## src/hdl/acs_pkg.sv

```systemverilog
// Shared types and constants of the accumulator processor step core.
package acs_pkg;

	localparam int WORD_W = 16;
	localparam int PC_W   = 13;
	localparam int IADR_W = 12;

	localparam logic ITEM_LOAD = 1'b0;
	localparam logic ITEM_STEP = 1'b1;

	localparam logic [3:0] OP_HALT  = 4'h0;
	localparam logic [3:0] OP_IO    = 4'h1;
	localparam logic [3:0] OP_SHIFT = 4'h2;
	localparam logic [3:0] OP_LOAD  = 4'h3;
	localparam logic [3:0] OP_STORE = 4'h4;
	localparam logic [3:0] OP_ADD   = 4'h5;
	localparam logic [3:0] OP_SUB   = 4'h6;
	localparam logic [3:0] OP_AND   = 4'h7;
	localparam logic [3:0] OP_OR    = 4'h8;
	localparam logic [3:0] OP_XOR   = 4'h9;
	localparam logic [3:0] OP_NOT   = 4'hA;
	localparam logic [3:0] OP_NOP   = 4'hB;
	localparam logic [3:0] OP_JMP   = 4'hC;
	localparam logic [3:0] OP_JMPE  = 4'hD;
	localparam logic [3:0] OP_JMPL  = 4'hE;
	localparam logic [3:0] OP_BRL   = 4'hF;

	localparam logic [3:0] SUB_HEX_IN  = 4'h0;
	localparam logic [3:0] SUB_CHR_IN  = 4'h4;
	localparam logic [3:0] SUB_HEX_OUT = 4'h8;
	localparam logic [3:0] SUB_CHR_OUT = 4'hC;
	localparam logic [3:0] SUB_SHL     = 4'h0;
	localparam logic [3:0] SUB_SHR     = 4'h4;
	localparam logic [3:0] SUB_ROTL    = 4'h8;
	localparam logic [3:0] SUB_ROTR    = 4'hC;

	localparam logic [2:0] STAT_RUN    = 3'd0;
	localparam logic [2:0] STAT_HALT   = 3'd1;
	localparam logic [2:0] STAT_BADIO  = 3'd2;
	localparam logic [2:0] STAT_BADSH  = 3'd3;
	localparam logic [2:0] STAT_PCOVF  = 3'd4;

	typedef struct packed {
		logic              ov;
		logic              oc;
		logic [WORD_W-1:0] oval;
		logic              took;
	} side_t;

	typedef struct packed {
		logic [2:0]        status;
		logic [PC_W-1:0]   pc;
		logic [WORD_W-1:0] acc;
		side_t             side;
		logic              store;
	} exec_res_t;

endpackage

```

## src/hdl/acs_alu.sv

```systemverilog
// Instruction execution unit: decodes one instruction and computes the next machine state.
module acs_alu import acs_pkg::*; (
	input  logic [WORD_W-1:0] instr,
	input  logic [WORD_W-1:0] acc,
	input  logic [PC_W-1:0]   pc,
	input  logic [WORD_W-1:0] cv,
	input  logic [WORD_W-1:0] operand,
	output exec_res_t         res,
	output logic              need_operand
);

	logic [3:0]          op;
	logic [3:0]          sub;
	logic [3:0]          shamt;
	logic [IADR_W-1:0]   addr;
	logic [2*WORD_W-1:0] dbl_l;
	logic [2*WORD_W-1:0] dbl_r;
	logic [PC_W-1:0]     next;

	assign op    = instr[15:12];
	assign sub   = instr[11:8];
	assign shamt = instr[3:0];
	assign addr  = instr[IADR_W-1:0];
	assign dbl_l = {acc, acc} << shamt;
	assign dbl_r = {acc, acc} >> shamt;

	always_comb begin
		res          = '0;
		res.status   = STAT_RUN;
		res.acc      = acc;
		need_operand = 1'b0;
		next         = pc + PC_W'(1);
		case (op)
			OP_HALT: res.status = STAT_HALT;
			OP_IO: begin
				case (sub)
					SUB_HEX_IN: begin
						res.acc       = cv;
						res.side.took = 1'b1;
					end
					SUB_CHR_IN: begin
						res.acc       = {8'h00, cv[7:0]};
						res.side.took = 1'b1;
					end
					SUB_HEX_OUT: begin
						res.side.ov   = 1'b1;
						res.side.oval = acc;
					end
					SUB_CHR_OUT: begin
						res.side.ov   = 1'b1;
						res.side.oc   = 1'b1;
						res.side.oval = {8'h00, acc[7:0]};
					end
					default: res.status = STAT_BADIO;
				endcase
			end
			OP_SHIFT: begin
				case (sub)
					SUB_SHL:  res.acc = acc << shamt;
					SUB_SHR:  res.acc = acc >> shamt;
					SUB_ROTL: res.acc = dbl_l[2*WORD_W-1:WORD_W];
					SUB_ROTR: res.acc = dbl_r[WORD_W-1:0];
					default:  res.status = STAT_BADSH;
				endcase
			end
			OP_LOAD: begin
				need_operand = 1'b1;
				res.acc      = operand;
			end
			OP_STORE: res.store = 1'b1;
			OP_ADD: begin
				need_operand = 1'b1;
				res.acc      = acc + operand;
			end
			OP_SUB: begin
				need_operand = 1'b1;
				res.acc      = acc - operand;
			end
			OP_AND: begin
				need_operand = 1'b1;
				res.acc      = acc & operand;
			end
			OP_OR: begin
				need_operand = 1'b1;
				res.acc      = acc | operand;
			end
			OP_XOR: begin
				need_operand = 1'b1;
				res.acc      = acc ^ operand;
			end
			OP_NOT: res.acc = ~acc;
			OP_NOP: ;
			OP_JMP: next = {1'b0, addr};
			OP_JMPE: begin
				if (acc == '0) begin
					next = {1'b0, addr};
				end
			end
			OP_JMPL: begin
				if (acc[WORD_W-1]) begin
					next = {1'b0, addr};
				end
			end
			OP_BRL: begin
				res.acc = {{(WORD_W-PC_W){1'b0}}, next};
				next    = {1'b0, addr};
			end
			default: ;
		endcase
		res.pc = (res.status == STAT_RUN) ? next : pc;
	end

endmodule

```

## config.mk

```make
export PLATFORM = sky130hd
export DESIGN_NAME = acs_alu
export DESIGN_NICKNAME = d
export VERILOG_FILES = /design/src/hdl/acs_pkg.sv /design/src/hdl/acs_alu.sv
export SDC_FILE = /design/constraint.sdc
export NUM_CORES = 1
export LEC_CHECK = 0
export BUFFER_PORTS_ARGS = -buffer_cell sky130_fd_sc_hd__buf_2
export CORE_MARGIN = 2
export CORE_UTILIZATION = 58
export DETAILED_ROUTE_END_ITERATION = 10
export PLACE_DENSITY = 0.85
export SLEW_MARGIN = 20
export SYNTH_ARGS = -nofsm -noshare
export SYNTH_HDL_FRONTEND = slang
export SYNTH_SLANG_ARGS = --single-unit
```

## constraint.sdc

```tcl
create_clock -name vclk -period 6.91
set_input_delay 1.0365 -clock vclk [all_inputs]
set_output_delay 1.0365 -clock vclk [all_outputs]
set_load 0.03 [all_outputs]
```

Yosys cells after proc, flatten, opt, wreduce, memory -nomap -nowiden:

Index checks and enable logic that the tools add are counted.

* bits in registers: 0
* logic and storage cells: 54

* shift-type cells: 4
* add/sub/neg operators: 3
* reduce and logical (&&, ||, !) cells: 9
* bitwise gates (word level): 4
* multiplexer cells: 17
* eq/ne operators: 17

Operators by type and width (count)
* 16-bit one-hot mux with 10 select lines: 1
* 16-bit one-hot mux with 2 select lines: 2
* 16-bit one-hot mux with 4 select lines: 1
* 13-bit two-way mux: 3
* 13-bit one-hot mux with 3 select lines: 1
* 4-bit equality test, second input constant: 9
* 32-bit by 4-bit left shift with 32-bit output: 1
* 32-bit by 4-bit >> shifter with 16-bit output: 1
* 4-bit by 3-bit equality test with 1-bit output, second input constant: 5
* 19-bit two-way mux: 1
* 16-bit adder: 1
* 16-bit bitwise AND: 1
* 16-bit logical NOT: 1
* 16-bit NOT: 1
* 16-bit bitwise OR: 1
* 16-bit by 4-bit left shift with 16-bit output: 1
* 16-bit by 4-bit >> shifter with 16-bit output: 1
* 16-bit subtractor: 1
* 16-bit bitwise XOR: 1
* 13-bit by 1-bit adder with 13-bit output, second input constant: 1
* 4-bit by 2-bit equality test with 1-bit output, second input constant: 2
* 4-bit logical NOT: 2
* 2-bit one-hot mux with 3 select lines: 1
* 2-bit OR reduction: 3
* 6 further kinds: 11

Logic depth before layout (Yosys ltp):

* depth in word-level cells: 6
* mapped depth: 16

Worst setup path after synthesis:

OpenSTA, ideal clock, no wires.

* kind: input-to-output
* start point: input port instr[14]
* end point: output port res[32] in the netlist's numbering
* stages on the path: 14
* path slack: 1.843 ns
* arrival: 4.031 ns
* data required time: 5.873 ns
* cells stage by stage: buf_2 -> nor2b_1 -> clkbuf_1 -> nand2_1 -> nor2_1 -> a21oi_1 -> fa_1 -> a211oi_1 -> o21bai_1 -> a21oi_1 -> o21ba_2 -> a32oi_1 -> o32a_1 -> a22oi_1

RTL lines
* start: declaration: line acs_alu.sv:3 `input logic [WORD_W-1:0] instr,`
* end: declaration: line acs_alu.sv:8 `output exec_res_t res,`

==> flow_metrics.tcl <==
set metrics [dict create \
    outcome "completed" \
    p_leak_nw 2.602 \
    fmax_ghz 0.1716 \
    vdd_drop_max_v 0.00005275 \
    drtIter0Drc 1077 \
    worstSetupPathType "input pin to output pin" \
    die_area_mm2 0.01067 \
    grt_pass1_wl_mm 37.58 \
    pwr-share-clk 0 \
    max_slew_margin 0.2855 \
    finalSetupTns_ns 0 \
    fp.dieH_um 103.3 \
    synth_area_mm2 0.005720 \
    drive_gt1_frac 0.1904 \
    floorplan.die.width_um 103.3 \
    seq_area_um2 0 \
    final_critical_delay_including_setup_and_external_delays_ns 5.829 \
    vias_in_the_first_global_route 6809 \
    postCtsHoldBufs 0 \
    hold_viol_final 0 \
    detailedRoute.firstPassIterationCount 6 \
    initial_core_util 0.5907 \
    timing.critical_path.buf_inv 3 \
    areaGrowthSynthToFinish_pct 9.864 \
    cpMaxStageDelayCell "nor2_1" \
    post_cts.resized_instances 0 \
    grt_start_max_net_pins 60 \
    synth.avg_cell_area_um2 6.575 \
    drc 0 \
    detailedPlacementHpwl_mm 18.55 \
    post_synth_main_area_contributors "ha_1 11%, a21oi_1 5.8%, nor2_1 5.4%" \
    post_cts.repair.setup_buffers 0 \
    number_of_flip_flops_and_latches 0 \
    start_kind "input pin" \
    final_cell_area_mm2 0.006285 \
    p_int_uw 188.9 \
    distinct_cell_type_count_of_the_synthesized_netlist 81 \
    via_count 7785 \
    timing.hold.worst.class "input pin to output pin" \
    globalRouteTotalUtil 0.4570 \
    comb_power_share 1.000 \
    pin_count 130 \
    power_per_cell_area_mw_per_mm2 87.00 \
    detail_route.wl_per_cell_um 23.24 \
    timing.final.setup_violations 0 \
    finalMaxSlewViolations 0 \
    synthesis.yosys.warnings 0 \
    critical_path.endpoint_type "output pin" \
    viasPerCell 7.289 \
    total_switching_power_uw 357.9 \
    rsz0062_at_grt "no" \
    critical_path_cell_count 15 \
    final_min_period_over_clock_period 0.8435 \
    fill_cells 935 \
    hold_depth 4 \
    globalRouteOverflowTotal 0 \
    yosys.area.top_type "ha_1" \
    critical_path.max_fanout 40 \
    synth.yosys.seq_area_share 0 \
    drt_wl_total_mm 24.82 \
    timing.max_cap.violations 0 \
    clock_buffers 0 \
    data_required_critical_path_ns 5.87 \
    worstPathArrival_ns 4.79 \
    routabilityCongestion 1.145 \
    crit_path_cell_trace "buf_2, inv_2, nand2_1, nor2_1, nor2_1, xnor2_1, ha_1, a211oi_1, o21bai_1, a21oi_1, o21ba_2, a32oi_1, o32a_1, a22oi_1, buf_2" \
    gate_count_post_synth 870 \
    core_area_mm2 0.009684 \
    n_antenna_cell 0 \
    timing_worst_slew_pin_value_ns 1.072 \
    placedInstanceArea_mm2 0.006285 \
    netlist.area_leader.share 0.1072 \
    critical-path-max-stage-delay_ns 0.50 \
    port_buf_inserts 129 \
    syn_nets 997 \
    share_seq_of_total_power 0 \
    num_rows 36 \
    ant_nets 0 \
    design.final.nets 1064 \
    worst_path_dominant_cell_family "compound AO/OA/AOI/OAI gates" \
    switching_fraction_of_total_power 0.6545 \
    power_uw 546.8 \
    antenna_found_initial 0 \
]
[synthesized netlist by cell type (all sizes together), types with 4 or more instances]
| library cell | n |
|---|---|
| nor2 | 84 |
| o21ai | 77 |
| nand2 | 76 |
| a21oi | 66 |
| ha | 49 |
| clkbuf | 47 |
| inv | 41 |
| mux2i | 30 |
| xnor2 | 29 |
| nor3 | 28 |
| buf | 27 |
| nor4 | 23 |
| a211oi | 20 |
| mux2 | 18 |
| nand2b | 18 |
| nand3 | 18 |
| a22oi | 15 |
| a31oi | 14 |
| nor2b | 14 |
| o211ai | 14 |
| mux4 | 12 |
| o21a | 11 |
| o22ai | 11 |
| nor3b | 8 |
| o221ai | 8 |
| a221oi | 7 |
| a222oi | 6 |
| and3 | 6 |
| or3 | 6 |
| a211o | 5 |
| nand4 | 5 |
| o32a | 5 |
| a21boi | 4 |
| a32oi | 4 |
| o22a | 4 |
[per-layer routing]
| layer | global-route usage | part of all wire |
|---|---|---|
| met1 | 0.5907 | 0.36 |
| met2 | 0.6908 | 0.42 |
| met3 | 0.1109 | 0.14 |
| met4 | 0.2682 | 0.083 |
| met5 | 0 | 0 |
[stage by stage]
stage                     utilization  hold WS (ns)  setup slack (ns)  cells
after floorplan                     -         2.274             1.843    870
after global placement         0.6490         2.451             1.325   1068
after detailed placement       0.6490         2.462             1.246   1068
after CTS                      0.6490         2.462             1.234   1068
after global routing           0.6490         2.496            0.8975   1068
final                          0.6490         2.464             1.081   1068
[placed cells by master, fill, tap and decap left out, types with 15 or more instances in the layout]
cell type	count
nand2b_1	18
nor2_1	83
nor3_1	27
o21ai_0	43
a22oi_1	15
nand3_1	18
inv_1	35
xnor2_1	29
nor4_1	23
a21oi_1	66
a211oi_1	20
o21ai_1	34
nand2_1	76
buf_2	129
ha_1	49
mux2i_1	30
[worst paths after layout]
check / startpoint / to / slack, ns
worst min-delay path: pc[12] / res[48] / 2.46
worst max-delay path: instr[12] / res[32] / 1.08
[area by class of cell]
class | instances | area, µm² | share of cell area
Multi-Input combinational cell | 755 | 5244 | 0.8344
Timing Repair Buffer | 139 | 720.7 | 0.1147
Tap cell | 133 | 166.4 | 0.02648
Inverter | 41 | 153.9 | 0.02449
[tightest hold or removal path, cell delays in order]
cell	delay (ns)
buf_2	0.11
nand2_1	0.05
o21ai_1	0.06
buf_2	0.17
[power groups by stage]
stage / Clock [mW] / Combinational, mW / Sequential [mW]
after global placement: 0 / 0.517 / 0
after CTS: 0 / 0.524 / 0
after global routing: 0 / 0.582 / 0
final: 0 / 0.547 / 0
after detailed placement: 0 / 0.523 / 0
after floorplan: 0 / 0.365 / 0
[logic make-up after synthesis]
family                     Yosys count  synth area share
AOI/OAI and AO/OA                  308            0.3576
and+or+nand+nor                    304            0.2636
buffers and inverters              115           0.08334
muxes                               60            0.1352
adders and majority gates           50            0.1107
xor gates and xnor gates            32           0.04899
other                                1         0.0006555
Note: power is estimated with default switching activity, not from simulation.
